$ cat src/design/assert_macros.svh
// Assertion macros used by the timer bank RTL.
// No dependencies; define SYNTH to compile the checks out.
`ifndef ASSERT_MACROS_SVH
`define ASSERT_MACROS_SVH
`ifndef SYNTH
`define OTB_ASSERT_IMPL(label, ante, cons) \
    label: assert property (@(posedge clk) disable iff (!rst_n) (ante) |-> (cons)) \
        else $error("timer bank assertion failed");
`define OTB_ASSERT_NEXT(label, ante, cons) \
    label: assert property (@(posedge clk) disable iff (!rst_n) (ante) |=> (cons)) \
        else $error("timer bank assertion failed");
`else
`define OTB_ASSERT_IMPL(label, ante, cons)
`define OTB_ASSERT_NEXT(label, ante, cons)
`endif
`endif

$ cat src/design/otb_pkg.sv
// Package for the one-shot timer bank: sizes, action codes, word structs.
// No dependencies.
package otb_pkg;

    localparam int TIMER_COUNT = 8;
    localparam int MASK_W      = 8;
    localparam int ACTION_W    = 3;
    localparam int INDEX_W     = 3;
    localparam int COUNT_W     = 16;

    typedef enum logic [ACTION_W-1:0] {
        ACT_TICK  = 3'd0,
        ACT_START = 3'd1,
        ACT_STOP  = 3'd2,
        ACT_RESET = 3'd3,
        ACT_QUERY = 3'd4
    } action_t;

    typedef struct packed {
        logic [ACTION_W-1:0] action;
        logic [INDEX_W-1:0]  timer_index;
        logic [COUNT_W-1:0]  elapsed;
    } cmd_t;

    typedef struct packed {
        logic              selected_done;
        logic [MASK_W-1:0] done_mask;
        logic [MASK_W-1:0] running_mask;
    } result_t;

endpackage

$ cat src/design/multi_channel_oneshot_timer_bank.sv
// An accepted word is processed once the result register is free; the result is then registered.
// Throughput: one word per cycle while results are taken; all timers update in parallel in a single pass.
// The input register can still take one word while a result waits to be taken.
// Reset (async, active low): all timers idle, counts zero, limits 65535, both sides empty.
// Depends on otb_pkg and otb_timer_core.
module multi_channel_oneshot_timer_bank (
    input  logic                           clk,
    input  logic                           rst_n,
    input  logic                           in_valid,
    output logic                           in_ready,
    input  logic [otb_pkg::ACTION_W-1:0]   action,
    input  logic [otb_pkg::INDEX_W-1:0]    timer_index,
    input  logic [otb_pkg::COUNT_W-1:0]    elapsed,
    output logic                           out_valid,
    input  logic                           out_ready,
    output logic                           selected_done,
    output logic [otb_pkg::MASK_W-1:0]     done_mask,
    output logic [otb_pkg::MASK_W-1:0]     running_mask,
    input  logic                           cfg_we,
    input  logic [otb_pkg::INDEX_W-1:0]    cfg_index,
    input  logic [otb_pkg::COUNT_W-1:0]    cfg_data
);
    import otb_pkg::*;

    logic    in_valid_reg;
    logic    in_valid_next;
    cmd_t    cmd_reg;
    logic    out_valid_reg;
    logic    out_valid_next;
    result_t res_reg;
    result_t res_next;
    logic    out_free;
    logic    step;
    logic    in_fire;

    assign out_free = !out_valid_reg || out_ready;
    assign step     = in_valid_reg && out_free;
    assign in_ready = !in_valid_reg || step;
    assign in_fire  = in_valid && in_ready;

    assign in_valid_next  = in_fire ? 1'b1 : (step ? 1'b0 : in_valid_reg);
    assign out_valid_next = step ? 1'b1 : (out_ready ? 1'b0 : out_valid_reg);

    otb_timer_core u_core (
        .clk       (clk),
        .rst_n     (rst_n),
        .cfg_we    (cfg_we),
        .cfg_index (cfg_index),
        .cfg_data  (cfg_data),
        .step_en   (step),
        .cmd       (cmd_reg),
        .result    (res_next)
    );

    always_ff @(posedge clk or negedge rst_n)
    begin
        if (!rst_n)
        begin
            in_valid_reg  <= 1'b0;
            out_valid_reg <= 1'b0;
        end
        else
        begin
            in_valid_reg  <= in_valid_next;
            out_valid_reg <= out_valid_next;
        end
    end

    always_ff @(posedge clk)
    begin
        if (in_fire)
        begin
            cmd_reg.action      <= action;
            cmd_reg.timer_index <= timer_index;
            cmd_reg.elapsed     <= elapsed;
        end
        if (step)
            res_reg <= res_next;
    end

    assign out_valid     = out_valid_reg;
    assign selected_done = res_reg.selected_done;
    assign done_mask     = res_reg.done_mask;
    assign running_mask  = res_reg.running_mask;

endmodule

$ cat src/design/otb_timer_core.sv
// Timer state, limit registers and the combinational update of all timers in parallel.
// Depends on otb_pkg and assert_macros.svh.
`include "assert_macros.svh"

module otb_timer_core (
    input  logic                           clk,
    input  logic                           rst_n,
    input  logic                           cfg_we,
    input  logic [otb_pkg::INDEX_W-1:0]    cfg_index,
    input  logic [otb_pkg::COUNT_W-1:0]    cfg_data,
    input  logic                           step_en,
    input  otb_pkg::cmd_t                  cmd,
    output otb_pkg::result_t               result
);
    import otb_pkg::*;

    logic [COUNT_W-1:0]     limit_reg [TIMER_COUNT];
    logic [COUNT_W-1:0]     count_reg [TIMER_COUNT];
    logic [COUNT_W-1:0]     count_next [TIMER_COUNT];
    logic [TIMER_COUNT-1:0] running_reg;
    logic [TIMER_COUNT-1:0] running_next;
    logic [TIMER_COUNT-1:0] done_reg;
    logic [TIMER_COUNT-1:0] done_next;
    logic [TIMER_COUNT-1:0] hit;
    logic [COUNT_W:0]       sum [TIMER_COUNT];
    logic                   sel_done;

    always_comb
    begin
        running_next = running_reg;
        done_next    = done_reg;
        sel_done     = 1'b0;
        for (int i = 0; i < TIMER_COUNT; i++)
        begin
            count_next[i] = count_reg[i];
            hit[i]        = (cmd.timer_index == INDEX_W'(i));
            sum[i]        = {1'b0, count_reg[i]} + {1'b0, cmd.elapsed};
            if (step_en)
            begin
                case (cmd.action)
                    ACT_TICK:
                    begin
                        if (running_reg[i])
                        begin
                            if (sum[i] >= {1'b0, limit_reg[i]})
                            begin
                                running_next[i] = 1'b0;
                                done_next[i]    = 1'b1;
                                count_next[i]   = '0;
                            end
                            else
                            begin
                                count_next[i] = sum[i][COUNT_W-1:0];
                            end
                        end
                    end
                    ACT_START:
                    begin
                        if (hit[i])
                            running_next[i] = 1'b1;
                    end
                    ACT_STOP:
                    begin
                        if (hit[i])
                        begin
                            running_next[i] = 1'b0;
                            done_next[i]    = 1'b0;
                        end
                    end
                    ACT_RESET:
                    begin
                        if (hit[i])
                        begin
                            running_next[i] = 1'b0;
                            done_next[i]    = 1'b0;
                            count_next[i]   = '0;
                        end
                    end
                    default:
                    begin
                    end
                endcase
            end
            if (hit[i] && done_next[i])
                sel_done = 1'b1;
        end
        result.selected_done = sel_done;
        result.done_mask     = MASK_W'(done_next);
        result.running_mask  = MASK_W'(running_next);
    end

    always_ff @(posedge clk or negedge rst_n)
    begin
        if (!rst_n)
        begin
            running_reg <= '0;
            done_reg    <= '0;
            for (int i = 0; i < TIMER_COUNT; i++)
            begin
                count_reg[i] <= '0;
                limit_reg[i] <= '1;
            end
        end
        else
        begin
            running_reg <= running_next;
            done_reg    <= done_next;
            for (int i = 0; i < TIMER_COUNT; i++)
            begin
                count_reg[i] <= count_next[i];
                if (cfg_we && cfg_index == INDEX_W'(i))
                    limit_reg[i] <= cfg_data;
            end
        end
    end

    // query leaves every flag alone; unused codes do too but are not asserted here
    `OTB_ASSERT_NEXT(a_query_keeps_flags, step_en && cmd.action == ACT_QUERY, $stable(running_reg) && $stable(done_reg))
    // a tick can only stop timers, never start one
    `OTB_ASSERT_NEXT(a_tick_no_start, step_en && cmd.action == ACT_TICK, (running_reg & ~$past(running_reg)) == '0)
    // commands touch at most the addressed timer
    `OTB_ASSERT_NEXT(a_cmd_one_timer, step_en && cmd.action != ACT_TICK, $countones(running_reg ^ $past(running_reg)) <= 1 && $countones(done_reg ^ $past(done_reg)) <= 1)
    // no step, no change
    `OTB_ASSERT_NEXT(a_idle_hold, !step_en, $stable(running_reg) && $stable(done_reg))

endmodule
$ cat config.mk
export PLATFORM = sky130hd
export DESIGN_NAME = multi_channel_oneshot_timer_bank
export DESIGN_NICKNAME = d
export VERILOG_FILES = /design/src/design/otb_pkg.sv /design/src/design/multi_channel_oneshot_timer_bank.sv /design/src/design/otb_timer_core.sv
export VERILOG_INCLUDE_DIRS = /design/src /design/src/design
export SDC_FILE = /design/constraint.sdc
export NUM_CORES = 1
export LEC_CHECK = 0
export ABC_AREA = 0
export ABC_CLOCK_PERIOD_IN_PS = 4700
export CAP_MARGIN = 30
export CORE_AREA = 2 2 263 265
export DETAILED_ROUTE_END_ITERATION = 12
export DIE_AREA = 0 0 265 267
export DONT_BUFFER_PORTS = 1
export PLACE_DENSITY = 0.55
export SETUP_SLACK_MARGIN = 0.5
export SYNTH_ARGS = -nofsm -noshare
export SYNTH_HDL_FRONTEND = slang
export SYNTH_SLANG_ARGS = --single-unit
export TNS_END_PERCENT = 20
$ cat constraint.sdc
create_clock -name clk -period 4.7 [get_ports clk]
set_input_delay 0.235 -clock clk [delete_from_list [all_inputs] [get_ports clk]]
set_output_delay 0.235 -clock clk [all_outputs]
set_load 0.005 [all_outputs]
==> impl_metrics.json <==
{
  "cts_tree": "yes",
  "synth_top_area_share_pct": 18.1,
  "cts_buffer_depth": 3,
  "numCtsBuffers": 38,
  "grtUsageMet1_pct": 23.6,
  "synth_edf_count": 39,
  "drtAntennaViolNets": 0,
  "reg2reg_depth": 20,
  "async_reset_ff_share_pct": 87.5,
  "dp_hpwl_microns": 41500,
  "syn-mean-instance-area_sq_um": 10.0,
  "rsz0062_at_grt": "true",
  "period_minus_slack_ps": 4700,
  "first_pass_iters": 5,
  "whs_ps": -613,
  "track_usage_pct": 17.3,
  "gr-total-overflow": 0,
  "die-area_sq_um": 70800,
  "syn_area_sq_um": 20200,
  "yosysTopAreaCell": "dfrtp_1",
  "cts.clk_slew.worst_paths_ps": 70,
  "vdd_ir_drop_max_v": 0.000283,
  "io_pins": 65,
  "fin_skew_ps": 14.3,
  "dr.first_iter.drc_count": 1123,
  "routabilityCongestion": 0.879,
  "grt_pass1_wl_microns": 94200,
  "multi_input_area_sq_um": 11800,
  "via_count": 16147,
  "clock_sinks": 313,
  "path_class": "register to register",
  "synth_flop_cell": "dfrtp_1",
  "arrival_ps": 5000,
  "nNetsFinal": 2503,
  "grt_start_max_net_pins": 275,
  "place_ws_ps": -198,
  "synthToLayoutAreaGrowth_pct": 24.6,
  "cp.required_ps": 5000,
  "met3_usage_pct": 3.64,
  "timing.slew.headroom_pct": 31.3,
  "clock_latency_ps": 560,
  "io_buffers": 0,
  "seqCellArea_sq_um": 8190,
  "antenna_found_initial": 18,
  "seq_area_frac_synth_pct": 40.6,
  "cp.depth": 20,
  "powerDensity_nw_per_um2": 414,
  "busiest_layer": "met2",
  "critPathLaunchType": "register",
  "remaining_drc_errors": 0,
  "power.leakage_nw": 11.4,
  "grtUsageMet2_pct": 27.0,
  "wirelength_microns": 61500,
  "core-area_sq_um": 68000,
  "rows": 96,
  "slowest_delay_ps": 440,
  "synth_commonest_cells": "256 x ha_1, 188 x inv_1, 158 x nand2_1",
  "fmax_mhz": 213,
  "postLayoutSetupSlackWorst_ps": 1.10,
  "cap_violations": 0,
  "cp_slowest_cell": "edfxtp_1",
  "syn_nets": 2324,
  "wire_per_inst_microns": 19.8,
  "period_share_pct": 100,
  "worstMarginPinSlew_ps": 1030,
  "start_util_pct": 29.7,
  "synth_most_common_cell": "ha_1",
  "slew_violations": 0,
  "critPathMaxFanout": 4,
  "ys_types": 66,
  "die_x_microns": 265,
  "outcome": "finished with violations",
  "synth_seq_cells": 313,
  "routed_via_density": 5.19,
  "dieHeight_microns": 267,
  "setup_viol": 0,
  "cts_root_buf": "clkbuf_16",
  "path_delay_family": "compound AO/OA/AOI/OAI gates",
  "yosys-top-cells-area": "dfrtp_1 18%, dfstp_2 17%, ha_1 16%, edfxtp_1 5.8%, a22o_1 5.6%",
  "grt_pass1_vias": 16035,
  "ctsHoldBuffers": 44,
  "synthesis.instances": 2014,
  "crit_path_end_kind": "register",
  "path_cells": "buf_6 -> ha_2 -> fa_2 -> a211o_1 -> a21oi_2 -> a22o_1 -> o211a_1 -> o21bai_2 -> a21o_1 -> a21oi_2 -> xnor2_2 -> ha_1 -> a21oi_1 -> o22ai_1 -> a2111oi_2 -> o311a_1 -> o31ai_2 -> a41oi_2 -> o221ai_2 -> a221o_1",
  "ys_warn_count": 0,
  "critical_path_buf_inv_count": 1,
  "layout-drive-gt1-share_pct": 24.6,
  "cpMostUsedCell": "a21oi_2",
  "nFillCells": 6682,
  "cts-htree-levels": 2,
  "hold_viol": 274,
  "worstHoldPathType": "primary input to asynchronous set/reset pin",
  "violations": "hold timing"
}
## cells in the final DEF (no fill, tap or decap), drive strengths merged, types with 16 or more instances in the layout
cell type	Yosys	final
nor2b	21	21
buf	6	144
inv	188	187
a211oi	21	21
dfstp	128	128
nand2	158	158
edfxtp	39	39
a21o	30	30
xor2	20	20
nor3	37	37
xnor2	73	73
ha	256	256
o21a	26	26
clkbuf	44	53
a22o	129	129
o21ai	147	147
nand2b	19	19
nand4	16	16
mux2	68	68
a21oi	112	112
nand3	34	34
dfrtp	146	146
dlygate4sd3	0	44
nor2	110	110
or3	16	16
## kinds of logic (layout without fill, tap and decap cells)
kind of cell               after synthesis  in the layout  synth area share, %
and+or+nand+nor                        456            456                 10.6
muxes                                   68             68                 3.80
buffers and inverters                  238            447                 4.48
adders and majority gates              264            264                 16.7
AOI/OAI and AO/OA                      582            582                 19.8
DFF                                    313            313                 40.6
other                                    0              6                    0
xor gates and xnor gates                93             93                 4.04
## power breakdown
group	total, mW	leakage, nW	internal, mW	switching, mW
logic	3.58	6.97	1.69	1.90
registers	3.59	3.73	3.35	0.246
clock network	3.22	0.671	2.00	1.21
total	10.4	11.4	7.04	3.36
## area by class of cell
type | instances | share of cell area [%]
multi-input combinational | 1463 | 47.1
clock buffer | 52 | 4.49
antenna | 6 | 0.0597
timing repair buffer | 189 | 7.64
inverter | 188 | 2.82
sequential | 313 | 32.6
tap | 882 | 4.39
clock inverter | 18 | 0.941
## metal layers
metal,vias to the layer above,routed length [microns]
met2,409,27200
met3,99,4130
met4,8,1980
met1,7919,28100
met5,-,55
li1,7712,-
## metrics by stage
step	cells	util, %	setup TNS (ps)	power [mW]	cell area (sq um)
6_report	3111	37.0	0	10.4	25100
5_1_grt	3107	36.9	-883	11.1	25100
4_1_cts	3093	36.3	-11.2	10.4	24700
3_5_place_dp	2958	32.6	-1740	6.79	22200
3_3_place_gp	2953	32.5	-173	6.69	22100
2_1_floorplan	2014	-	0	5.81	20200
## path summary, 6_finish.rpt
| kind | startpoint | end | slack, ps |
|---|---|---|---|
| max in group asynchronous | rst_n | u_core.count_reg[125] | 4720 |
| min in group clk | cfg_index[2] | u_core.limit_reg[3] | 40 |
| setup / recovery | cmd_reg[0] | selected_done | 1 |
| hold / removal | rst_n | u_core.count_reg[40] | -610 |
| setup reg to reg | cmd_reg[0] | selected_done | 1 |
| hold reg to reg | u_core.limit_reg[51] | u_core.limit_reg[51] | 500 |
## timing repair
| item | CTS | global route |
|---|---|---|
| setup endpoints to repair | 161 | 161 |
| setup buffers | 19 | 8 |
| endpoints found under the hold margin | 426 | 274 |
| gates cloned | 2 | 1 |
| resized for setup | 116 | 71 |
| pin swaps | 126 | 124 |
Power figures use the tool's default switching activity.
